**config.mk**
```make
export PLATFORM = sky130hd
export DESIGN_NAME = battery_level_tracker_top
export DESIGN_NICKNAME = d
export VERILOG_FILES = /design/src/design/blt_pkg.sv /design/src/design/blt_map.sv /design/src/design/blt_track.sv /design/src/design/battery_level_tracker_top.sv
export VERILOG_INCLUDE_DIRS = /design/src /design/src/design
export SDC_FILE = /design/constraint.sdc
export NUM_CORES = 1
export LEC_CHECK = 0
export ABC_AREA = 1
export BUFFER_PORTS_ARGS = -buffer_cell sky130_fd_sc_hd__buf_2
export CORE_MARGIN = 2
export CORE_UTILIZATION = 57
export CTS_CLUSTER_DIAMETER = 120
export DETAILED_ROUTE_END_ITERATION = 10
export PLACE_DENSITY = 0.8
export SLEW_MARGIN = 0
export SYNTH_ARGS = -nofsm -noshare
export SYNTH_HDL_FRONTEND = slang
export SYNTH_HIERARCHICAL = 1
export SYNTH_SLANG_ARGS = --single-unit
```
**constraint.sdc**
```tcl
create_clock -name clk -period 9.51 [get_ports clk]
set_input_delay 1.902 -clock clk [delete_from_list [all_inputs] [get_ports clk]]
set_output_delay 1.902 -clock clk [all_outputs]
set_load 0.02 [all_outputs]
```
**src/design/battery_level_tracker_top_assert.svh**
```systemverilog
// Assertion macros used by the battery level tracker top level
`ifndef BATTERY_LEVEL_TRACKER_TOP_ASSERT_SVH
`define BATTERY_LEVEL_TRACKER_TOP_ASSERT_SVH

// same-cycle implication, checked on clk, quiet while arst_n is low
`define BLT_ASSERT_NOW(label, ante, cons) \
	label: assert property (@(posedge clk) disable iff (!arst_n) (ante) |-> (cons)) \
		else $error("battery level tracker check failed");

// next-cycle implication, checked on clk, quiet while arst_n is low
`define BLT_ASSERT_NEXT(label, ante, cons) \
	label: assert property (@(posedge clk) disable iff (!arst_n) (ante) |=> (cons)) \
		else $error("battery level tracker check failed");

`endif

```
**src/design/blt_pkg.sv**
```systemverilog
// Shared types and constants for the battery level tracker
package blt_pkg;

	localparam int unsigned SampleW = 10;
	localparam int unsigned LevelW  = 7;

	localparam logic [LevelW-1:0] LevelMax      = 7'd100;
	localparam logic [LevelW-1:0] ThresholdRst  = 7'd4;

	// piecewise mapping breakpoints
	localparam logic [SampleW-1:0] LinearLo     = 10'd528;
	localparam logic [SampleW-1:0] LinearOffset = 10'd478;
	localparam logic [SampleW-1:0] LinearSat    = 10'd578;
	localparam logic [SampleW-1:0] MidLo        = 10'd512;
	localparam logic [SampleW-1:0] KneeLo       = 10'd480;

	// input beat
	typedef struct packed {
		logic [SampleW-1:0] adc_sample;
		logic               charging;
	} blt_in_t;

	// result beat
	typedef struct packed {
		logic [LevelW-1:0] level;
		logic              charger_on;
		logic              low_battery;
	} blt_out_t;

endpackage

```
**src/design/blt_map.sv**
```systemverilog
// Piecewise map from a converter sample to a target percentage, clamped to 0..100
module blt_map import blt_pkg::*; (
	input  logic [SampleW-1:0] adc_sample,
	output logic [LevelW-1:0]  target
);

	logic [SampleW-1:0] lin_d;
	logic [3:0]         mid_k;
	logic [7:0]         mid_p;
	logic [4:0]         knee_k;
	logic [19:0]        knee_p;
	logic [4:0]         knee_q;

	// upper linear piece: s - 478, saturating at 100 from s = 578 up
	assign lin_d = adc_sample - LinearOffset;

	// middle piece: (17*s >> 3) - 1068 with s = 512 + k reduces to 20 + (17*k >> 3)
	assign mid_k = adc_sample[3:0];
	assign mid_p = 8'(mid_k) * 8'd17;

	// knee piece: 16*k/31 as a reciprocal multiply, 16*1058 = 16928, exact for k < 32
	assign knee_k = adc_sample[4:0];
	assign knee_p = 20'(knee_k) * 20'd16928;
	assign knee_q = knee_p[19:15];

	// select the piece
	always_comb begin
		priority if (adc_sample >= LinearSat) begin
			target = LevelMax;
		end else if (adc_sample >= LinearLo) begin
			target = lin_d[LevelW-1:0];
		end else if (adc_sample >= MidLo) begin
			target = 7'd20 + 7'(mid_p[7:3]);
		end else if (adc_sample >= KneeLo) begin
			target = 7'd4 + 7'(knee_q);
		end else begin
			target = '0;
		end
	end

endmodule

```
**src/design/blt_track.sv**
```systemverilog
// Tracked level state: snap or one-step update and low battery compare
module blt_track import blt_pkg::*; (
	input  logic              clk,
	input  logic              arst_n,
	input  logic              update,
	input  logic              charging,
	input  logic [LevelW-1:0] target,
	input  logic [LevelW-1:0] low_threshold,
	output logic [LevelW-1:0] level,
	output logic              low_battery
);

	logic [LevelW-1:0] tracked_q;
	logic              first_q;
	logic              was_chg_q;

	// next level: hold while charging, snap after reset or charge end, else step
	always_comb begin
		priority if (charging) begin
			level = tracked_q;
		end else if (first_q || was_chg_q) begin
			level = target;
		end else if (tracked_q > target) begin
			level = tracked_q - 7'd1;
		end else if (tracked_q < target) begin
			level = tracked_q + 7'd1;
		end else begin
			level = tracked_q;
		end
	end

	assign low_battery = !charging && (level <= low_threshold);

	// state registers, advanced once per beat
	always_ff @(posedge clk or negedge arst_n) begin
		if (!arst_n) begin
			tracked_q <= '0;
			first_q   <= 1'b1;
			was_chg_q <= 1'b0;
		end else if (update) begin
			tracked_q <= level;
			first_q   <= 1'b0;
			was_chg_q <= charging;
		end
	end

endmodule

```
**src/design/battery_level_tracker_top.sv**
```systemverilog
// Battery level tracker top level: input register, mapping, tracking, result register
// Each sample beat (10-bit converter reading plus charging flag) yields one result
// beat, registered in the input register and then in the result register; a new
// sample is taken every cycle, one per clock, unless an untaken result (result_ready
// low) stalls the input register. The sample is mapped to a target percentage, the
// level snaps to it on the first sample after reset or after charging ends and
// otherwise steps by one toward it, and is held while charging. low_battery is set
// when not charging and the level is at or below low_threshold (reset 4), which the
// user must write via cfg_we/cfg_wdata only while idle; the block does not enforce it.
`include "battery_level_tracker_top_assert.svh"

module battery_level_tracker_top import blt_pkg::*; (
	input  logic              clk,
	input  logic              arst_n,
	input  logic              sample_valid,
	output logic              sample_ready,
	input  blt_in_t           sample,
	output logic              result_valid,
	input  logic              result_ready,
	output blt_out_t          result,
	input  logic              cfg_we,
	input  logic [LevelW-1:0] cfg_wdata
);

	blt_in_t           sample_s1;
	logic              valid_s1;
	blt_out_t          result_q;
	logic              result_valid_q;
	logic [LevelW-1:0] low_threshold_q;
	logic              advance;
	logic [LevelW-1:0] target;
	logic [LevelW-1:0] level_nxt;
	logic              low_nxt;

	// stage handshake
	assign advance      = valid_s1 && (!result_valid_q || result_ready);
	assign sample_ready = !valid_s1 || advance;

	// threshold register
	always_ff @(posedge clk or negedge arst_n) begin
		if (!arst_n) begin
			low_threshold_q <= ThresholdRst;
		end else if (cfg_we) begin
			low_threshold_q <= cfg_wdata;
		end
	end

	// input register
	always_ff @(posedge clk or negedge arst_n) begin
		if (!arst_n) begin
			valid_s1 <= 1'b0;
		end else if (sample_ready) begin
			valid_s1 <= sample_valid;
		end
	end

	always_ff @(posedge clk) begin
		if (sample_valid && sample_ready) begin
			sample_s1 <= sample;
		end
	end

	blt_map u_map (
		.adc_sample (sample_s1.adc_sample),
		.target     (target)
	);

	blt_track u_track (
		.clk           (clk),
		.arst_n        (arst_n),
		.update        (advance),
		.charging      (sample_s1.charging),
		.target        (target),
		.low_threshold (low_threshold_q),
		.level         (level_nxt),
		.low_battery   (low_nxt)
	);

	// result register
	always_ff @(posedge clk or negedge arst_n) begin
		if (!arst_n) begin
			result_valid_q <= 1'b0;
		end else if (advance) begin
			result_valid_q <= 1'b1;
		end else if (result_ready) begin
			result_valid_q <= 1'b0;
		end
	end

	always_ff @(posedge clk) begin
		if (advance) begin
			result_q.level       <= level_nxt;
			result_q.charger_on  <= sample_s1.charging;
			result_q.low_battery <= low_nxt;
		end
	end

	assign result_valid = result_valid_q;
	assign result       = result_q;

	// checks
	`BLT_ASSERT_NOW(a_low_not_charging, result_valid && result.low_battery, !result.charger_on)
	`BLT_ASSERT_NOW(a_level_range, result_valid, result.level <= LevelMax)
	`BLT_ASSERT_NOW(a_stall_cause, !sample_ready, result_valid && !result_ready)
	`BLT_ASSERT_NEXT(a_result_follows, advance, result_valid)

endmodule
```
==> flow_metrics.py <==
metrics = {
    "run_status": {
        "status": "complete, no violations",
    },
    "timing": {
        "hold-worst-slack_ps": 453,
        "drv_slew": 0,
        "hold_violations": 0,
        "setup_violations": 0,
        "max_freq_mhz": 234,
        "period_minus_slack_ps": 4280,
        "skew_ps": 4.13,
        "finalSetupTns_ps": 0,
        "max_slew_margin_pct": 63.1,
        "worst_pin_slew_ps": 553,
        "period_share_pct": 45.0,
        "grt_setup_unrepaired": "no",
    },
    "power_and_ir_drop": {
        "switching_share_pct": 40.2,
        "intPower_mw": 0.411,
        "p_leak_nw": 1.58,
        "comb_power_share_pct": 42.1,
        "p_sw_mw": 0.276,
        "pwr-share-seq_pct": 33.8,
        "vdd_ir_drop_max_v": 0.000179,
        "p_per_area_nw_per_um2": 218,
        "power_frac_clock_pct": 24.1,
        "total_power_mw": 0.686,
    },
    "grt": {
        "grt_max_degree": 19,
        "grt_pass1_wl_um": 10100,
        "grt_pass1_vias": 2338,
        "grt-ovfl-total": 0,
        "grt_usage_pct": 23.7,
        "antenna_found_initial": 0,
    },
    "finish": {
        "drive_above_1_share_pct": 19.8,
        "synthToLayoutAreaGrowth_pct": 12.3,
        "antenna_cells": 0,
        "fin_nets": 441,
        "fill_cells": 394,
    },
    "critical_path": {
        "slowest_stage": "buf_2",
        "cp.required_ps": 7610,
        "crit_fanout": 3,
        "start_kind": "primary input",
        "crit_top_cell": "buf_2",
        "path_buf_inv": 3,
        "cp_top_family": "buffers and inverters",
        "crit_path_end_kind": "output pin",
        "critical_path_class": "in2out",
        "slowest_delay_ps": 180,
        "worstPathArrival_ps": 2380,
        "crit_chain": "buf_2 > inv_1 > nand3_1 > buf_2",
    },
    "logic_synthesis": {
        "syn-instance-count": 363,
        "seq_area_frac_synth_pct": 37.6,
        "synth.area.top_cells": "edfxtp_1 (21%), dfrtp_1 (14%), nand2_1 (14%)",
        "synth_nets": 405,
        "yosysWarnings": 6,
        "syn_area_um2": 2800,
        "synthFlopType": "edfxtp_1",
        "yosysTopAreaCell": "edfxtp_1",
        "synth_cell_types": 38,
        "synth_top_area_share_pct": 21.4,
        "yosysMostFrequentCell": "nand2_1",
        "synthTopCellsByCount": "nand2_1 (101), inv_1 (57), nand3_1 (37)",
        "synth_edf_count": 20,
        "avgSynthCellArea_um2": 7.72,
        "async_reset_ff_share_pct": 47.4,
        "ys_ff_latch": 38,
    },
    "clock_network": {
        "clock_latency_ps": 290,
        "cts_max_path_buffers": 2,
        "numClockSinks": 38,
        "cts_hold_buf": 0,
        "cts_buffers": 5,
        "cts_tree": "yes",
        "clk_pin_slew_worst_paths_ps": 80,
        "clockRootBuffer": "clkbuf_8",
        "post_cts_buffers": 0,
        "postCtsResizedCells": 0,
        "htree_levels": 2,
    },
    "detailed_routing": {
        "drt_iter0_markers": 240,
        "wl_per_cell_um": 12.6,
        "drc": 0,
        "dr_total_vias": 2452,
        "via_per_inst": 5.25,
        "drt_first_pass_iters": 4,
        "drt-total-wl_um": 5890,
        "ant_nets": 0,
    },
    "floorplan": {
        "std_cell_rows": 25,
        "core_um2": 4720,
        "dieHeight_um": 74.1,
        "dieArea_um2": 5490,
        "io-pin-count": 34,
        "start_util_pct": 59.3,
        "die_x_um": 74.1,
    },
    "placed_design": {
        "place.gp.congestion": 0.912,
        "detailed_place_hpwl_um": 4450,
        "portBuffers": 33,
    },
    "hold_path": {
        "min-delay-path-class": "reg2reg",
    },
    "flow_run": {
        "drv_cap": 0,
    },
}
-- tightest hold or removal path, delay by kind of cell (launching register included) --
kind                   cells  cell delay [ps]
and+or+nand+nor            1               30
DFF                        1              380
buffers and inverters      1               50
-- per-stage QoR --
step | cell area [um^2] | cells | util, % | setup WS (ps)
5_1_grt | 3150 | 467 | 66.6 | 4990
4_1_cts | 3150 | 467 | 66.6 | 5230
6_report | 3150 | 467 | 66.6 | 5230
3_5_place_dp | 3010 | 459 | 63.7 | 5230
2_1_floorplan | 2800 | 363 | - | 5430
3_3_place_gp | 3010 | 459 | 63.7 | 5270
-- sequential cells by signal, indices dropped and copies added (netlist names) --
signal	count
sample_s1	11
u_track/was_chg_q	1
low_threshold_q	7
u_track/tracked_q	7
result	9
u_track/first_q	1
result_valid	1
valid_s1	1
-- per-layer routing --
layer	share of wire (%)	global-route usage [%]
met1	44	31.1
met2	49	39.0
met3	5.4	3.79
met4	1.9	9.90
met5	0	0
-- cell usage in the layout, fill, tap and decap left out, types with 2 or more instances in the layout --
cell / netlist / final
edfxtp_1: 20 / 20
xnor2_1: 2 / 2
nand3b_1: 3 / 3
nand2_4: 3 / 3
dfstp_2: 2 / 2
nor2_4: 4 / 4
buf_2: 1 / 33
nor2_1: 21 / 21
o21ai_2: 4 / 4
a22oi_1: 3 / 3
clkbuf_8: 0 / 5
nand2_1: 101 / 101
o21ai_0: 8 / 8
nor2_2: 4 / 4
dfrtp_1: 16 / 16
inv_1: 57 / 57
ha_1: 19 / 19
inv_2: 5 / 5
nand2_2: 5 / 5
o21ai_1: 7 / 7
a21oi_1: 14 / 14
nand4_1: 5 / 5
nand3_2: 4 / 4
bufinv_16: 0 / 2
xor2_1: 3 / 3
nand3_1: 37 / 37
-- final timing paths --
check | slack [ps] | endpoint | startpoint | cells after the start
max in group asynchronous | 7640 | low_threshold_q[2]$_DFFE_PN1P_ | arst_n | 1
setup / recovery | 5230 | sample_ready | result_ready | 4
hold reg to reg | 450 | u_track/first_q$_DFFE_PN1P_ | u_track/first_q$_DFFE_PN1P_ | 2
min in group asynchronous | 1540 | u_track/tracked_q[6]$_DFFE_PN0P_ | arst_n | 1
hold / removal | 450 | u_track/first_q$_DFFE_PN1P_ | u_track/first_q$_DFFE_PN1P_ | 2
setup reg to reg | 5310 | result[0]$_DFFE_PP_ | sample_s1[2]$_DFFE_PP_ | 23
-- power by group through the flow --
stage                     Sequential (mW)  Combinational (mW)  Clock, mW
after floorplan                     0.233               0.231          0
after global placement              0.234               0.272          0
after detailed placement            0.235               0.282          0
after CTS                           0.232               0.286      0.167
after global routing                0.237               0.326      0.174
final                               0.232               0.289      0.165
-- cell type report --
class	instances	area, um^2	area share [%]
Inverter	65	248	7.88
Clock buffer	5	68.8	2.19
Sequential cell	38	1050	33.5
Tap cell	67	83.8	2.67
Clock inverter	3	68.8	2.19
Multi-Input combinational cell	255	1450	46.1
Timing Repair Buffer	34	173	5.49
-- cell families (layout without fill, tap and decap cells) --
logic type                 after synthesis  in the layout  share of synthesized area, %
xor gates and xnor gates                 5              5                          1.56
AOI/OAI and AO/OA                       39             39                          8.75
and+or+nand+nor                        192            192                          33.0
adders and majority gates               19             19                          8.49
DFF                                     38             38                          37.6
buffers and inverters                   70            107                          10.6
Power figures use the tool's default switching activity.
